`src/rtl/core/lvrd_pkg.sv`:
```
// Shared types and constants of the local velocity RMS deviation unit.
package lvrd_pkg;

	localparam int SW          = 24;
	localparam int FLOOR_W     = 16;
	localparam int RMS_W       = 25;
	localparam int TOTAL_W     = 5;
	localparam logic [FLOOR_W-1:0] FLOOR_RESET = 16'd1;
	localparam logic [1:0] COMP_LAST = 2'd2;

	typedef struct packed {
		logic signed [SW-1:0] vel_x;
		logic signed [SW-1:0] vel_y;
		logic signed [SW-1:0] vel_z;
		logic                 last_sample;
	} sample_t;

	typedef struct packed {
		logic [RMS_W-1:0]   rms_deviation;
		logic [TOTAL_W-1:0] sample_total;
		logic               overflow;
	} result_t;

	typedef enum logic [3:0] {
		ST_IDLE,
		ST_MEAN_GO,
		ST_MEAN_WAIT,
		ST_PASS,
		ST_DRAIN,
		ST_VAR_GO,
		ST_VAR_WAIT,
		ST_THIRD_GO,
		ST_THIRD_WAIT,
		ST_SQRT_GO,
		ST_SQRT_WAIT,
		ST_FINISH
	} state_t;

	typedef struct packed {
		logic       load;
		logic       mean_start;
		logic       mean_cap;
		logic       rd_en;
		logic       var_start;
		logic       var_cap;
		logic       third_start;
		logic       sqrt_start;
		logic       finish;
		logic [1:0] comp;
	} cmd_t;

	typedef struct packed {
		logic div_busy;
		logic third_busy;
		logic sqrt_busy;
		logic pipe_empty;
		logic rd_last;
	} status_t;

endpackage

```
`src/rtl/core/lvrd_ram.sv`:
```
// Generic single-write, single-read RAM with registered read data.
module lvrd_ram #(
	parameter int WIDTH = 72,
	parameter int DEPTH = 16
) (
	input  logic                     clk,
	input  logic                     we,
	input  logic [$clog2(DEPTH)-1:0] waddr,
	input  logic [WIDTH-1:0]         wdata,
	input  logic                     re,
	input  logic [$clog2(DEPTH)-1:0] raddr,
	output logic [WIDTH-1:0]         rdata
);

	logic [WIDTH-1:0] mem_q [DEPTH];

	always_ff @(posedge clk) begin
		if (we) begin
			mem_q[waddr] <= wdata;
		end
		if (re) begin
			rdata <= mem_q[raddr];
		end
	end

endmodule

```
`src/rtl/core/lvrd_div.sv`:
```
// Iterative restoring unsigned divider, one quotient bit per cycle.
module lvrd_div #(
	parameter int N_W = 52,
	parameter int D_W = 5
) (
	input  logic           clk,
	input  logic           arst_n,
	input  logic           start,
	input  logic [N_W-1:0] dividend,
	input  logic [D_W-1:0] divisor,
	output logic           busy,
	output logic [N_W-1:0] quotient
);

	localparam int C_W = $clog2(N_W + 1);

	logic [N_W-1:0] quo_q;
	logic [D_W-1:0] rem_q;
	logic [D_W-1:0] div_q;
	logic [C_W-1:0] cnt_q;
	logic           busy_q;
	logic [D_W:0]   trial;
	logic [D_W:0]   diff;
	logic           ge;

	assign trial = {rem_q, quo_q[N_W-1]};
	assign diff  = trial - {1'b0, div_q};
	assign ge    = trial >= {1'b0, div_q};

	always_ff @(posedge clk or negedge arst_n) begin
		if (!arst_n) begin
			busy_q <= 1'b0;
			cnt_q  <= '0;
		end else if (start) begin
			busy_q <= 1'b1;
			cnt_q  <= C_W'(N_W);
		end else if (busy_q) begin
			cnt_q <= cnt_q - 1'b1;
			if (cnt_q == C_W'(1)) begin
				busy_q <= 1'b0;
			end
		end
	end

	always_ff @(posedge clk) begin
		if (start) begin
			quo_q <= dividend;
			rem_q <= '0;
			div_q <= divisor;
		end else if (busy_q) begin
			quo_q <= {quo_q[N_W-2:0], ge};
			rem_q <= ge ? diff[D_W-1:0] : trial[D_W-1:0];
		end
	end

	assign busy     = busy_q;
	assign quotient = quo_q;

endmodule

```
`src/rtl/core/lvrd_sqrt.sv`:
```
// Iterative floored integer square root, two radicand bits per cycle.
module lvrd_sqrt #(
	parameter int W = 48
) (
	input  logic             clk,
	input  logic             arst_n,
	input  logic             start,
	input  logic [W-1:0]     radicand,
	output logic             busy,
	output logic [W/2-1:0]   root
);

	localparam int C_W = $clog2(W / 2 + 1);

	logic [W-1:0]   x_q;
	logic [W-1:0]   res_q;
	logic [W-1:0]   bit_q;
	logic [C_W-1:0] cnt_q;
	logic           busy_q;
	logic [W-1:0]   trial;

	assign trial = res_q + bit_q;

	always_ff @(posedge clk or negedge arst_n) begin
		if (!arst_n) begin
			busy_q <= 1'b0;
			cnt_q  <= '0;
		end else if (start) begin
			busy_q <= 1'b1;
			cnt_q  <= C_W'(W / 2);
		end else if (busy_q) begin
			cnt_q <= cnt_q - 1'b1;
			if (cnt_q == C_W'(1)) begin
				busy_q <= 1'b0;
			end
		end
	end

	always_ff @(posedge clk) begin
		if (start) begin
			x_q   <= radicand;
			res_q <= '0;
			bit_q <= W'(1) << (W - 2);
		end else if (busy_q) begin
			if (x_q >= trial) begin
				x_q   <= x_q - trial;
				res_q <= (res_q >> 1) + bit_q;
			end else begin
				res_q <= res_q >> 1;
			end
			bit_q <= bit_q >> 2;
		end
	end

	assign busy = busy_q;
	assign root = res_q[W/2-1:0];

endmodule

```
`src/rtl/core/lvrd_ctrl.sv`:
```
// Controller state machine sequencing load, mean, deviation pass, divisions and root.
module lvrd_ctrl (
	input  logic             clk,
	input  logic             arst_n,
	input  logic             start,
	input  logic             last_sample,
	input  lvrd_pkg::status_t status,
	output lvrd_pkg::cmd_t   cmd,
	output logic             busy
);

	lvrd_pkg::state_t state_q, state_d;
	logic [1:0]       comp_q;

	always_ff @(posedge clk or negedge arst_n) begin
		if (!arst_n) begin
			state_q <= lvrd_pkg::ST_IDLE;
			comp_q  <= '0;
		end else begin
			state_q <= state_d;
			if (state_q == lvrd_pkg::ST_VAR_WAIT && !status.div_busy) begin
				comp_q <= (comp_q == lvrd_pkg::COMP_LAST) ? 2'd0 : comp_q + 2'd1;
			end
		end
	end

	always_comb begin
		state_d = state_q;
		unique case (state_q)
			lvrd_pkg::ST_IDLE: begin
				if (start && last_sample) state_d = lvrd_pkg::ST_MEAN_GO;
			end
			lvrd_pkg::ST_MEAN_GO:   state_d = lvrd_pkg::ST_MEAN_WAIT;
			lvrd_pkg::ST_MEAN_WAIT: begin
				if (!status.div_busy) state_d = lvrd_pkg::ST_PASS;
			end
			lvrd_pkg::ST_PASS: begin
				if (status.rd_last) state_d = lvrd_pkg::ST_DRAIN;
			end
			lvrd_pkg::ST_DRAIN: begin
				if (status.pipe_empty) state_d = lvrd_pkg::ST_VAR_GO;
			end
			lvrd_pkg::ST_VAR_GO:    state_d = lvrd_pkg::ST_VAR_WAIT;
			lvrd_pkg::ST_VAR_WAIT: begin
				if (!status.div_busy) begin
					state_d = (comp_q == lvrd_pkg::COMP_LAST) ?
						lvrd_pkg::ST_THIRD_GO : lvrd_pkg::ST_MEAN_GO;
				end
			end
			lvrd_pkg::ST_THIRD_GO:  state_d = lvrd_pkg::ST_THIRD_WAIT;
			lvrd_pkg::ST_THIRD_WAIT: begin
				if (!status.third_busy) state_d = lvrd_pkg::ST_SQRT_GO;
			end
			lvrd_pkg::ST_SQRT_GO:   state_d = lvrd_pkg::ST_SQRT_WAIT;
			lvrd_pkg::ST_SQRT_WAIT: begin
				if (!status.sqrt_busy) state_d = lvrd_pkg::ST_FINISH;
			end
			lvrd_pkg::ST_FINISH:    state_d = lvrd_pkg::ST_IDLE;
			default:                state_d = lvrd_pkg::ST_IDLE;
		endcase
	end

	always_comb begin
		cmd      = '0;
		cmd.comp = comp_q;
		busy     = 1'b1;
		unique case (state_q)
			lvrd_pkg::ST_IDLE: begin
				busy     = 1'b0;
				cmd.load = start;
			end
			lvrd_pkg::ST_MEAN_GO:    cmd.mean_start  = 1'b1;
			lvrd_pkg::ST_MEAN_WAIT:  cmd.mean_cap    = !status.div_busy;
			lvrd_pkg::ST_PASS:       cmd.rd_en       = 1'b1;
			lvrd_pkg::ST_DRAIN:      cmd.rd_en       = 1'b0;
			lvrd_pkg::ST_VAR_GO:     cmd.var_start   = 1'b1;
			lvrd_pkg::ST_VAR_WAIT:   cmd.var_cap     = !status.div_busy;
			lvrd_pkg::ST_THIRD_GO:   cmd.third_start = 1'b1;
			lvrd_pkg::ST_THIRD_WAIT: cmd.rd_en       = 1'b0;
			lvrd_pkg::ST_SQRT_GO:    cmd.sqrt_start  = 1'b1;
			lvrd_pkg::ST_SQRT_WAIT:  cmd.rd_en       = 1'b0;
			lvrd_pkg::ST_FINISH:     cmd.finish      = 1'b1;
			default:                 busy            = 1'b1;
		endcase
	end

	property p_load_idle;
		@(posedge clk) disable iff (!arst_n) cmd.load |-> state_q == lvrd_pkg::ST_IDLE;
	endproperty
	a_load_idle: assert property (p_load_idle) else $error("load outside idle");

	property p_pass_comp;
		@(posedge clk) disable iff (!arst_n)
			(state_q == lvrd_pkg::ST_PASS) |-> comp_q != 2'd3;
	endproperty
	a_pass_comp: assert property (p_pass_comp) else $error("bad component index");

	property p_finish_idle;
		@(posedge clk) disable iff (!arst_n)
			cmd.finish |=> state_q == lvrd_pkg::ST_IDLE && comp_q == 2'd0;
	endproperty
	a_finish_idle: assert property (p_finish_idle) else $error("finish did not return");

endmodule

```
`src/rtl/core/lvrd_dp.sv`:
```
// Datapath: sample store, running sums, deviation pipeline, divider and root units.
module lvrd_dp #(
	parameter int MAX_NODES = 16
) (
	input  logic                              clk,
	input  logic                              arst_n,
	input  lvrd_pkg::cmd_t                    cmd,
	input  lvrd_pkg::sample_t                 sample,
	input  logic                              cfg_we,
	input  logic [lvrd_pkg::FLOOR_W-1:0]      cfg_data,
	output lvrd_pkg::status_t                 status,
	output logic                              done,
	output lvrd_pkg::result_t                 result
);

	localparam int SW     = lvrd_pkg::SW;
	localparam int IDX_W  = $clog2(MAX_NODES);
	localparam int CNT_W  = $clog2(MAX_NODES + 1);
	localparam int SUM_W  = SW + IDX_W;
	localparam int ACC_W  = 2 * SW + IDX_W;
	localparam int TOT_W  = 2 * SW + 2;
	localparam int DIV_W  = (ACC_W > TOT_W) ? ACC_W : TOT_W;
	localparam int RT_W   = 2 * SW;
	localparam int R_W    = ((SW > lvrd_pkg::FLOOR_W) ? SW : lvrd_pkg::FLOOR_W) + 1;
	// The division by three works on ten-bit chunks, one chunk a cycle.
	localparam int D3_CH  = (TOT_W + 9) / 10;
	localparam int D3_PW  = D3_CH * 10;
	localparam int D3_CW  = $clog2(D3_CH + 1);
	localparam logic [11:0] D3_RECIP = 12'd2731;

	logic signed [SUM_W-1:0] sums_q [3];
	logic [CNT_W-1:0]        count_q;
	logic [CNT_W-1:0]        rd_idx_q;
	logic                    dropped_q;
	logic [lvrd_pkg::FLOOR_W-1:0] floor_q;
	logic signed [SW-1:0]    mean_q;
	logic [ACC_W-1:0]        acc_q;
	logic [TOT_W-1:0]        total_q;
	logic                    v_s1, v_s2, v_s3;
	logic [SW-1:0]           mag_s2;
	logic [2*SW-1:0]         sq_s3;
	logic                    done_q;
	lvrd_pkg::result_t       result_q;
	logic [D3_PW-1:0]        d3_x_q;
	logic [D3_PW-1:0]        d3_quo_q;
	logic [1:0]              d3_rem_q;
	logic [D3_CW-1:0]        d3_cnt_q;
	logic                    d3_busy_q;

	logic                    room;
	logic [3*SW-1:0]         rdata;
	logic signed [SUM_W-1:0] sum_sel;
	logic                    sum_neg;
	logic [SUM_W-1:0]        sum_mag;
	logic                    div_start;
	logic [DIV_W-1:0]        dividend;
	logic [CNT_W-1:0]        divisor;
	logic                    div_busy;
	logic [DIV_W-1:0]        quotient;
	logic [SW-1:0]           q_low;
	logic                    sqrt_busy;
	logic [SW-1:0]           root;
	logic signed [SW-1:0]    field;
	logic signed [SW:0]      diff;
	logic [SW:0]             diff_mag;
	logic [R_W-1:0]          r_base;
	logic [R_W-1:0]          r_final;
	logic [11:0]             d3_v;
	logic [23:0]             d3_prod;
	logic [9:0]              d3_digit;
	logic [11:0]             d3_three;
	logic [11:0]             d3_left;

	assign room = count_q < CNT_W'(MAX_NODES);

	always_comb begin
		case (cmd.comp)
			2'd0:    sum_sel = sums_q[0];
			2'd1:    sum_sel = sums_q[1];
			default: sum_sel = sums_q[2];
		endcase
	end
	assign sum_neg = sum_sel[SUM_W-1];
	assign sum_mag = sum_neg ? SUM_W'(-sum_sel) : SUM_W'(sum_sel);

	assign div_start = cmd.mean_start | cmd.var_start;
	always_comb begin
		dividend = DIV_W'(acc_q);
		divisor  = count_q;
		if (cmd.mean_start) begin
			dividend = DIV_W'(sum_mag);
		end
	end

	lvrd_div #(.N_W(DIV_W), .D_W(CNT_W)) u_div (
		.clk      (clk),
		.arst_n   (arst_n),
		.start    (div_start),
		.dividend (dividend),
		.divisor  (divisor),
		.busy     (div_busy),
		.quotient (quotient)
	);

	// Each chunk step divides the carried remainder and ten new bits by three
	// with a reciprocal multiply, exact for every value below 3072.
	assign d3_v     = {d3_rem_q, d3_x_q[D3_PW-1 -: 10]};
	assign d3_prod  = {12'd0, d3_v} * {12'd0, D3_RECIP};
	assign d3_digit = d3_prod[22:13];
	assign d3_three = {2'b00, d3_digit} + {1'b0, d3_digit, 1'b0};
	assign d3_left  = d3_v - d3_three;

	lvrd_sqrt #(.W(RT_W)) u_sqrt (
		.clk      (clk),
		.arst_n   (arst_n),
		.start    (cmd.sqrt_start),
		.radicand (d3_quo_q[RT_W-1:0]),
		.busy     (sqrt_busy),
		.root     (root)
	);

	lvrd_ram #(.WIDTH(3 * SW), .DEPTH(MAX_NODES)) u_store (
		.clk   (clk),
		.we    (cmd.load & room),
		.waddr (count_q[IDX_W-1:0]),
		.wdata ({sample.vel_z, sample.vel_y, sample.vel_x}),
		.re    (cmd.rd_en),
		.raddr (rd_idx_q[IDX_W-1:0]),
		.rdata (rdata)
	);

	assign q_low = quotient[SW-1:0];

	always_comb begin
		case (cmd.comp)
			2'd0:    field = rdata[SW-1:0];
			2'd1:    field = rdata[2*SW-1:SW];
			default: field = rdata[3*SW-1:2*SW];
		endcase
	end
	assign diff     = (SW+1)'(field) - (SW+1)'(mean_q);
	assign diff_mag = diff[SW] ? (SW+1)'(-diff) : (SW+1)'(diff);

	assign r_base  = R_W'(root);
	assign r_final = (r_base < R_W'(floor_q)) ? r_base + R_W'(floor_q) : r_base;

	// Control state.
	always_ff @(posedge clk or negedge arst_n) begin
		if (!arst_n) begin
			sums_q[0] <= '0;
			sums_q[1] <= '0;
			sums_q[2] <= '0;
			count_q   <= '0;
			dropped_q <= 1'b0;
			floor_q   <= lvrd_pkg::FLOOR_RESET;
			rd_idx_q  <= '0;
			total_q   <= '0;
			v_s1      <= 1'b0;
			v_s2      <= 1'b0;
			v_s3      <= 1'b0;
			done_q    <= 1'b0;
			d3_busy_q <= 1'b0;
			d3_cnt_q  <= '0;
		end else begin
			if (cfg_we) floor_q <= cfg_data;
			if (cmd.load) begin
				if (room) begin
					sums_q[0] <= sums_q[0] + SUM_W'(sample.vel_x);
					sums_q[1] <= sums_q[1] + SUM_W'(sample.vel_y);
					sums_q[2] <= sums_q[2] + SUM_W'(sample.vel_z);
					count_q   <= count_q + 1'b1;
				end else begin
					dropped_q <= 1'b1;
				end
			end
			if (cmd.mean_start) begin
				rd_idx_q <= '0;
			end else if (cmd.rd_en) begin
				rd_idx_q <= rd_idx_q + 1'b1;
			end
			v_s1 <= cmd.rd_en;
			v_s2 <= v_s1;
			v_s3 <= v_s2;
			if (cmd.var_cap) begin
				total_q <= total_q + TOT_W'(quotient);
			end
			if (cmd.third_start) begin
				d3_busy_q <= 1'b1;
				d3_cnt_q  <= D3_CW'(D3_CH);
			end else if (d3_busy_q) begin
				d3_cnt_q <= d3_cnt_q - 1'b1;
				if (d3_cnt_q == D3_CW'(1)) begin
					d3_busy_q <= 1'b0;
				end
			end
			done_q <= cmd.finish;
			if (cmd.finish) begin
				sums_q[0] <= '0;
				sums_q[1] <= '0;
				sums_q[2] <= '0;
				count_q   <= '0;
				dropped_q <= 1'b0;
				total_q   <= '0;
			end
		end
	end

	// Payload registers.
	always_ff @(posedge clk) begin
		if (cmd.mean_cap) begin
			mean_q <= sum_neg ? SW'(-q_low) : SW'(q_low);
		end
		if (v_s1) mag_s2 <= diff_mag[SW-1:0];
		if (v_s2) sq_s3 <= mag_s2 * mag_s2;
		if (cmd.mean_start) begin
			acc_q <= '0;
		end else if (v_s3) begin
			acc_q <= acc_q + ACC_W'(sq_s3);
		end
		if (cmd.third_start) begin
			d3_x_q   <= D3_PW'(total_q);
			d3_rem_q <= '0;
		end else if (d3_busy_q) begin
			d3_x_q   <= d3_x_q << 10;
			d3_quo_q <= {d3_quo_q[D3_PW-11:0], d3_digit};
			d3_rem_q <= d3_left[1:0];
		end
		if (cmd.finish) begin
			result_q.rms_deviation <= lvrd_pkg::RMS_W'(r_final);
			result_q.sample_total  <= lvrd_pkg::TOTAL_W'(count_q);
			result_q.overflow      <= dropped_q;
		end
	end

	assign status.div_busy   = div_busy;
	assign status.third_busy = d3_busy_q;
	assign status.sqrt_busy  = sqrt_busy;
	assign status.pipe_empty = !v_s1 && !v_s2 && !v_s3;
	assign status.rd_last    = CNT_W'(rd_idx_q + 1'b1) == count_q;
	assign done   = done_q;
	assign result = result_q;

	property p_count_bound;
		@(posedge clk) disable iff (!arst_n) count_q <= CNT_W'(MAX_NODES);
	endproperty
	a_count_bound: assert property (p_count_bound) else $error("sample count overrun");

	property p_pass_nonempty;
		@(posedge clk) disable iff (!arst_n) cmd.mean_start |-> count_q != '0;
	endproperty
	a_pass_nonempty: assert property (p_pass_nonempty) else $error("empty set closed");

	property p_rd_in_range;
		@(posedge clk) disable iff (!arst_n) cmd.rd_en |-> rd_idx_q < count_q;
	endproperty
	a_rd_in_range: assert property (p_rd_in_range) else $error("read past stored samples");

endmodule

```
`src/rtl/core/local_velocity_rms_deviation_unit.sv`:
```
// Top level of the local velocity RMS deviation unit.
//
//   channel   direction  handshake           payload
//   sample    in         start & !busy       lvrd_pkg::sample_t
//   result    out        done (one cycle)    lvrd_pkg::result_t
//   config    in         cfg_valid & ready   cfg_data (floor value, Q.16)
//
// Every sample request is taken in the cycle it is made; busy stays low while a set is loading.
// The request that closes a set starts the computation, which holds busy high
// up to the last step. For each component in turn it runs the shared
// bit-serial divider (one quotient bit a cycle, 52 bits) for the mean, a pass
// over the sample store (one read a cycle) and the divider again for the
// variance; the divide by three and the root follow.
// The result strobe follows in the cycle after the last step.
// Reset clears the set and restores the floor value to one; the store itself
// needs no clearing, since only entries written in the open set are read.
// The receiver cannot stall the result, so done lasts exactly one cycle.
module local_velocity_rms_deviation_unit #(
	parameter int MAX_NODES = 16
) (
	input  logic                          clk,
	input  logic                          arst_n,
	input  logic                          start,
	output logic                          busy,
	input  lvrd_pkg::sample_t             sample,
	input  logic                          cfg_valid,
	output logic                          cfg_ready,
	input  logic [lvrd_pkg::FLOOR_W-1:0]  cfg_data,
	output logic                          done,
	output lvrd_pkg::result_t             result
);

	lvrd_pkg::cmd_t    cmd;
	lvrd_pkg::status_t status;

	// The floor register accepts a write in any cycle.
	assign cfg_ready = 1'b1;

	// The controller sequences each closed set through its phases.
	lvrd_ctrl u_ctrl (
		.clk         (clk),
		.arst_n      (arst_n),
		.start       (start),
		.last_sample (sample.last_sample),
		.status      (status),
		.cmd         (cmd),
		.busy        (busy)
	);

	// The datapath holds the set, the arithmetic units and the result register.
	lvrd_dp #(.MAX_NODES(MAX_NODES)) u_dp (
		.clk      (clk),
		.arst_n   (arst_n),
		.cmd      (cmd),
		.sample   (sample),
		.cfg_we   (cfg_valid & cfg_ready),
		.cfg_data (cfg_data),
		.status   (status),
		.done     (done),
		.result   (result)
	);

	property p_done_idle;
		@(posedge clk) disable iff (!arst_n) done |-> !busy;
	endproperty
	a_done_idle: assert property (p_done_idle) else $error("result while busy");

	property p_done_single;
		@(posedge clk) disable iff (!arst_n) done |=> !done;
	endproperty
	a_done_single: assert property (p_done_single) else $error("result strobe repeated");

	property p_close_busy;
		@(posedge clk) disable iff (!arst_n)
			(start && !busy && sample.last_sample) |=> busy;
	endproperty
	a_close_busy: assert property (p_close_busy) else $error("closing request not taken up");

endmodule

```
`config.mk`:
```
export PLATFORM = sky130hd
export DESIGN_NAME = local_velocity_rms_deviation_unit
export DESIGN_NICKNAME = d
export VERILOG_FILES = /design/src/rtl/core/lvrd_pkg.sv /design/src/rtl/core/lvrd_ram.sv /design/src/rtl/core/lvrd_div.sv /design/src/rtl/core/lvrd_sqrt.sv /design/src/rtl/core/lvrd_ctrl.sv /design/src/rtl/core/lvrd_dp.sv /design/src/rtl/core/local_velocity_rms_deviation_unit.sv
export SDC_FILE = /design/constraint.sdc
export NUM_CORES = 2
export LEC_CHECK = 0
export ABC_AREA = 1
export BUFFER_PORTS_ARGS = -buffer_cell sky130_fd_sc_hd__buf_2
export CAP_MARGIN = 20
export CORE_UTILIZATION = 30
export DETAILED_ROUTE_END_ITERATION = 12
export PLACE_DENSITY_LB_ADDON = 0.15
export SYNTH_ARGS = -nofsm -noshare
export SYNTH_HDL_FRONTEND = slang
export SYNTH_SLANG_ARGS = --single-unit
```
`constraint.sdc`:
```
create_clock -name clk -period 6.6 [get_ports clk]
set_input_delay 1.32 -clock clk [delete_from_list [all_inputs] [get_ports clk]]
set_output_delay 1.32 -clock clk [all_outputs]
set_load 0.02 [all_outputs]
```
==> results <==
- In this design, the critical path's most frequently occurring cell is fa_1.
- The maximum clock rate is roughly 160 MHz.
- At the pin with the least slew margin, the transition time is between 1 and 1.5 ns.
- The number of enable flip-flop cells after synthesis is roughly 1600.
- The die covers between 300000 and 400000 µm².
- The clock passes through at most 4 buffers.
- For this block, the initial DRC count from the detailed router was 7294.
- The overall power after layout is around 0.026 W.
- The worst register-to-register path begins at u_dp.mag_s2[13].
- The number of placement rows is around 230.
- The filler cells instantiated in the layout total around 40000.
- The worst hold slack is approximately 0.32 ns.
- Setup violations remaining at the end of the flow were counted as 0.
- The final clock skew is ~0.11 ns.
- At the end of the flow, the number of nets in the layout was 13900.
- The clock insertion delay at the later pin of the skew report is between 0.9 and 1 ns.
- The flow ran to the end, and the final reports show no timing, DRC or antenna violations.
- Setup repair after global routing could not meet its margin everywhere.
- The ratio of routed vias to standard cells is 4.93.
- The post-route clock period utilization is 0.973.
- The worst-path cell with the longest stage delay is fa_2.
- When the netlist entered floorplanning its net count stood at 13600.
- The number of antenna violations at the first check in global routing is 43.
- Counting every instance in the synthesized netlist gives ~12000.
- The via count of the first global-routing pass is between 80000 and 90000.
- The maximum number of pins on one net before global-route repair is between 150 and 200.
- The detail route stage leaves a number of antenna-violating nets equal to 0.
- By startpoint and endpoint, the worst setup path is classified as flip-flop to flip-flop.
- Each instance of the synthesized netlist takes up on average 9.19 µm².
- The total wire length after detailed routing is 400 mm.
- The first detailed-routing pass ran for 7 iterations.
- The shortest period the worst path allows is between 6 and 7 ns.
- The global-route wire length before repair is roughly 590 mm.
- The layout cell share with drive strength beyond 1 is 0.0870.
- Global routing finished with a remaining overflow of 0.
- The floorplan step set the die width to ~620 µm.
- The worst register-to-register path ends at u_dp.sq_s3[42].
- The dominant register cell in the synthesized netlist is edfxtp_1.
- TritonCTS created 220 clock buffers.
- The total number of vias is roughly 90000.
- IR analysis of the VDD net gives a maximum drop of ~0.00025 V.
- Of all nets on the critical path, the largest fanout is 8.
- The number of cells on the worst reg-to-reg path is 28.
- On the worst path, the slowest cell contributes a delay of 0.59 ns.
- The analysis attributes to cell leakage a power of around 55 nW.
- Counting both buffers and inverters, the worst setup path holds a total of 11.
- For flop-to-flop paths, the worst setup slack is around 0.18 ns.
- The buffer type at the clock tree root is clkbuf_16.
- In this run the power density over the cells is ~190 nW/µm².
- The combined global-route utilization of all metal layers is 0.205.
- Once layout is complete, the cells apart from fillers number approximately 18000.
- The clock slew at the register clock pins of the worst setup and hold paths is around 0.07 ns.
- The initial utilization of the core area, before any placement, comes to 0.301.
- In the final layout, the multi-input gates occupy 52700 µm².
- The number of hold buffers added after CTS is 0.
- Routability-driven placement finished with a final weighted congestion of 0.913.
- The post-synthesis instance area is 114000 µm².
- The detail-routed net length per standard cell is approximately 22 µm.
- STA classifies the critical path startpoint as a flip-flop.
- The total negative slack is 0 ns.
- Across the run, the number of max-cap violations was 0.
- The synthesized netlist contains 73 unique library cells.
- The post-DP HPWL is between 200 and 300 mm.
- The die is about 620 µm tall.
- The share of the Yosys chip area taken by registers is 0.472.
- The worst path arrival time is between 7 and 8 ns.
- The path class of the tightest hold or removal check is input port to async pin.
- After detailed routing, the number of remaining DRC violations is 0.
- The count of yosys warnings during synthesis is 0.
- The number of hold violations in the final report came to 0.
- On the critical path the largest part of the delay comes from adder cells.
- The max-slew violation total from the final report came to 0.
- The area of all sequential standard cells is approximately 54000 µm².
- At the worst endpoint, the required time is about 7.3 ns.
- The synthesized design contains 1872 register bits.
- After synthesis, the share of flip-flops with an asynchronous set or reset is 0.100.
- 127 I/O pins were placed.
- TritonCTS built the clock tree.
- The number of clock sinks is 1872.
- The area inside the core boundary is approximately 380000 µm².
- The area growth from synthesis to layout is 14.9%.
- In this run the number of H-tree levels came out at 4.
- The number of port buffers is between 100 and 150.
- STA classifies the critical path endpoint as a flip-flop.
- Once placement completed, the tool counted placed cells totaling about 17000.
- The worst-case headroom to the max-slew limit is 0.283.
-- repair_timing --
action                                  CTS  global route
setup buffers                             0            42
endpoints found under the setup margin    7            28
cloned                                    0             4
pin swaps                                 0            73
gates resized for setup                   9           203
-- synth_stat cells, types with 80 or more instances --
| cell | number | area share |
|---|---|---|
| a21oi_1 | 645 | 0.028 |
| nand2_1 | 2060 | 0.068 |
| dfrtp_1 | 187 | 0.041 |
| xor2_1 | 182 | 0.014 |
| clkbuf_1 | 373 | 0.012 |
| dfxtp_1 | 131 | 0.023 |
| xnor2_1 | 90 | 0.0069 |
| o21ai_0 | 1353 | 0.059 |
| nor3_1 | 80 | 0.0035 |
| fa_1 | 470 | 0.082 |
| edfxtp_1 | 1553 | 0.41 |
| o22ai_1 | 431 | 0.024 |
| nand3_1 | 340 | 0.015 |
| ha_1 | 603 | 0.066 |
| inv_1 | 1770 | 0.058 |
| nor2_1 | 1498 | 0.049 |
-- cell families after synthesis --
group | synth area share
XOR/XNOR | 0.0209
buffers and inverters | 0.0742
AND/OR/NAND/NOR | 0.147
other | 0.0000657
adder cells (fa/ha/maj) | 0.148
multiplexers | 0.0000986
flip-flops | 0.472
AO/OA/AOI/OAI | 0.137
-- area by class of cell --
class | count | area share
clock buffers | 284 | 0.0450
clock inverters | 124 | 0.00883
flip-flops and latches | 1872 | 0.411
diodes | 13 | 0.000248
inverters | 1788 | 0.0514
well taps | 5016 | 0.0478
repair buffers | 532 | 0.0340
multi-input cells | 8331 | 0.401
-- per-stage QoR --
step	utilization	setup WS, ns	cell area [µm²]
floorplan	-	0.221	114000
global placement	0.324	-0.00943	123000
detailed placement	0.324	-0.0299	123000
CTS	0.343	0.00648	130000
global route	0.346	-0.0837	131000
finish	0.346	0.177	131000
-- cells in the final DEF, fill, tap and decap left out, drive strengths merged, types with 182 or more instances in the layout --
cell type | netlist | layout
nor2 | 1509 | 1509
fa | 470 | 470
o21ai | 1384 | 1384
nand2 | 2071 | 2071
a21oi | 648 | 648
buf | 65 | 528
dfrtp | 187 | 187
nand3 | 345 | 345
o22ai | 431 | 431
ha | 603 | 603
edfxtp | 1553 | 1553
clkbuf | 373 | 288
inv | 1783 | 1791
xor2 | 182 | 182
-- worst register-to-register path, delay by kind of cell (launching register included) --
kind	cells	cell delay (ns)
AO/OA/AOI/OAI	2	0.37
XOR/XNOR	1	0.13
adder cells (fa/ha/maj)	8	3.83
buffers and inverters	11	0.93
flip-flops	1	0.41
AND/OR/NAND/NOR	6	0.49
-- routing by layer --
metal	track usage	vias up	wire length (µm)	share of wire
li1	-	42600	-	-
met1	0.291	43400	187000	0.47
met2	0.333	2118	184000	0.46
met3	0.0218	429	19600	0.049
met4	0.0474	14	9380	0.023
met5	0	-	97	0.00024
-- how the worst max path moves through the flow --
| stage | start | end | cells after the start |
|---|---|---|---|
| finish | u_dp.mag_s2[13] | u_dp.sq_s3[42] | 28 |
| global route | u_dp.mag_s2[12] | u_dp.sq_s3[44] | 27 |
| CTS | u_dp.mag_s2[12] | u_dp.sq_s3[47] | 26 |
| detailed placement | u_dp.mag_s2[21] | u_dp.sq_s3[44] | 26 |
| global placement | u_dp.mag_s2[12] | u_dp.sq_s3[44] | 27 |
| floorplan | u_dp.mag_s2[2] | u_dp.sq_s3[36] | 30 |
-- power by group --
group	internal (W)	switching (W)	total, W
sequential	0.0128	0.0000262	0.0128
combinational	0.000126	0.000390	0.000516
clock	0.00691	0.00528	0.0122
total	0.0198	0.00570	0.0255
-- sequential cells by signal (all words and copies together) (netlist names), 24 cells and up --
name	flops
u_dp.result	31
u_dp.mag_s2	24
u_dp.u_sqrt.res_q	48
u_dp.u_store.mem_q	1152
u_dp.d3_quo_q	48
u_dp.mean_q	24
u_dp.u_div.quotient	52
u_dp.u_sqrt.bit_q	24
u_dp.total_q	50
u_dp.d3_x_q	50
u_dp.u_sqrt.x_q	48
u_dp.sums_q	84
u_dp.acc_q	52
u_dp.u_store.rdata	72
u_dp.sq_s3	47
(Power assumes the default switching activity.)
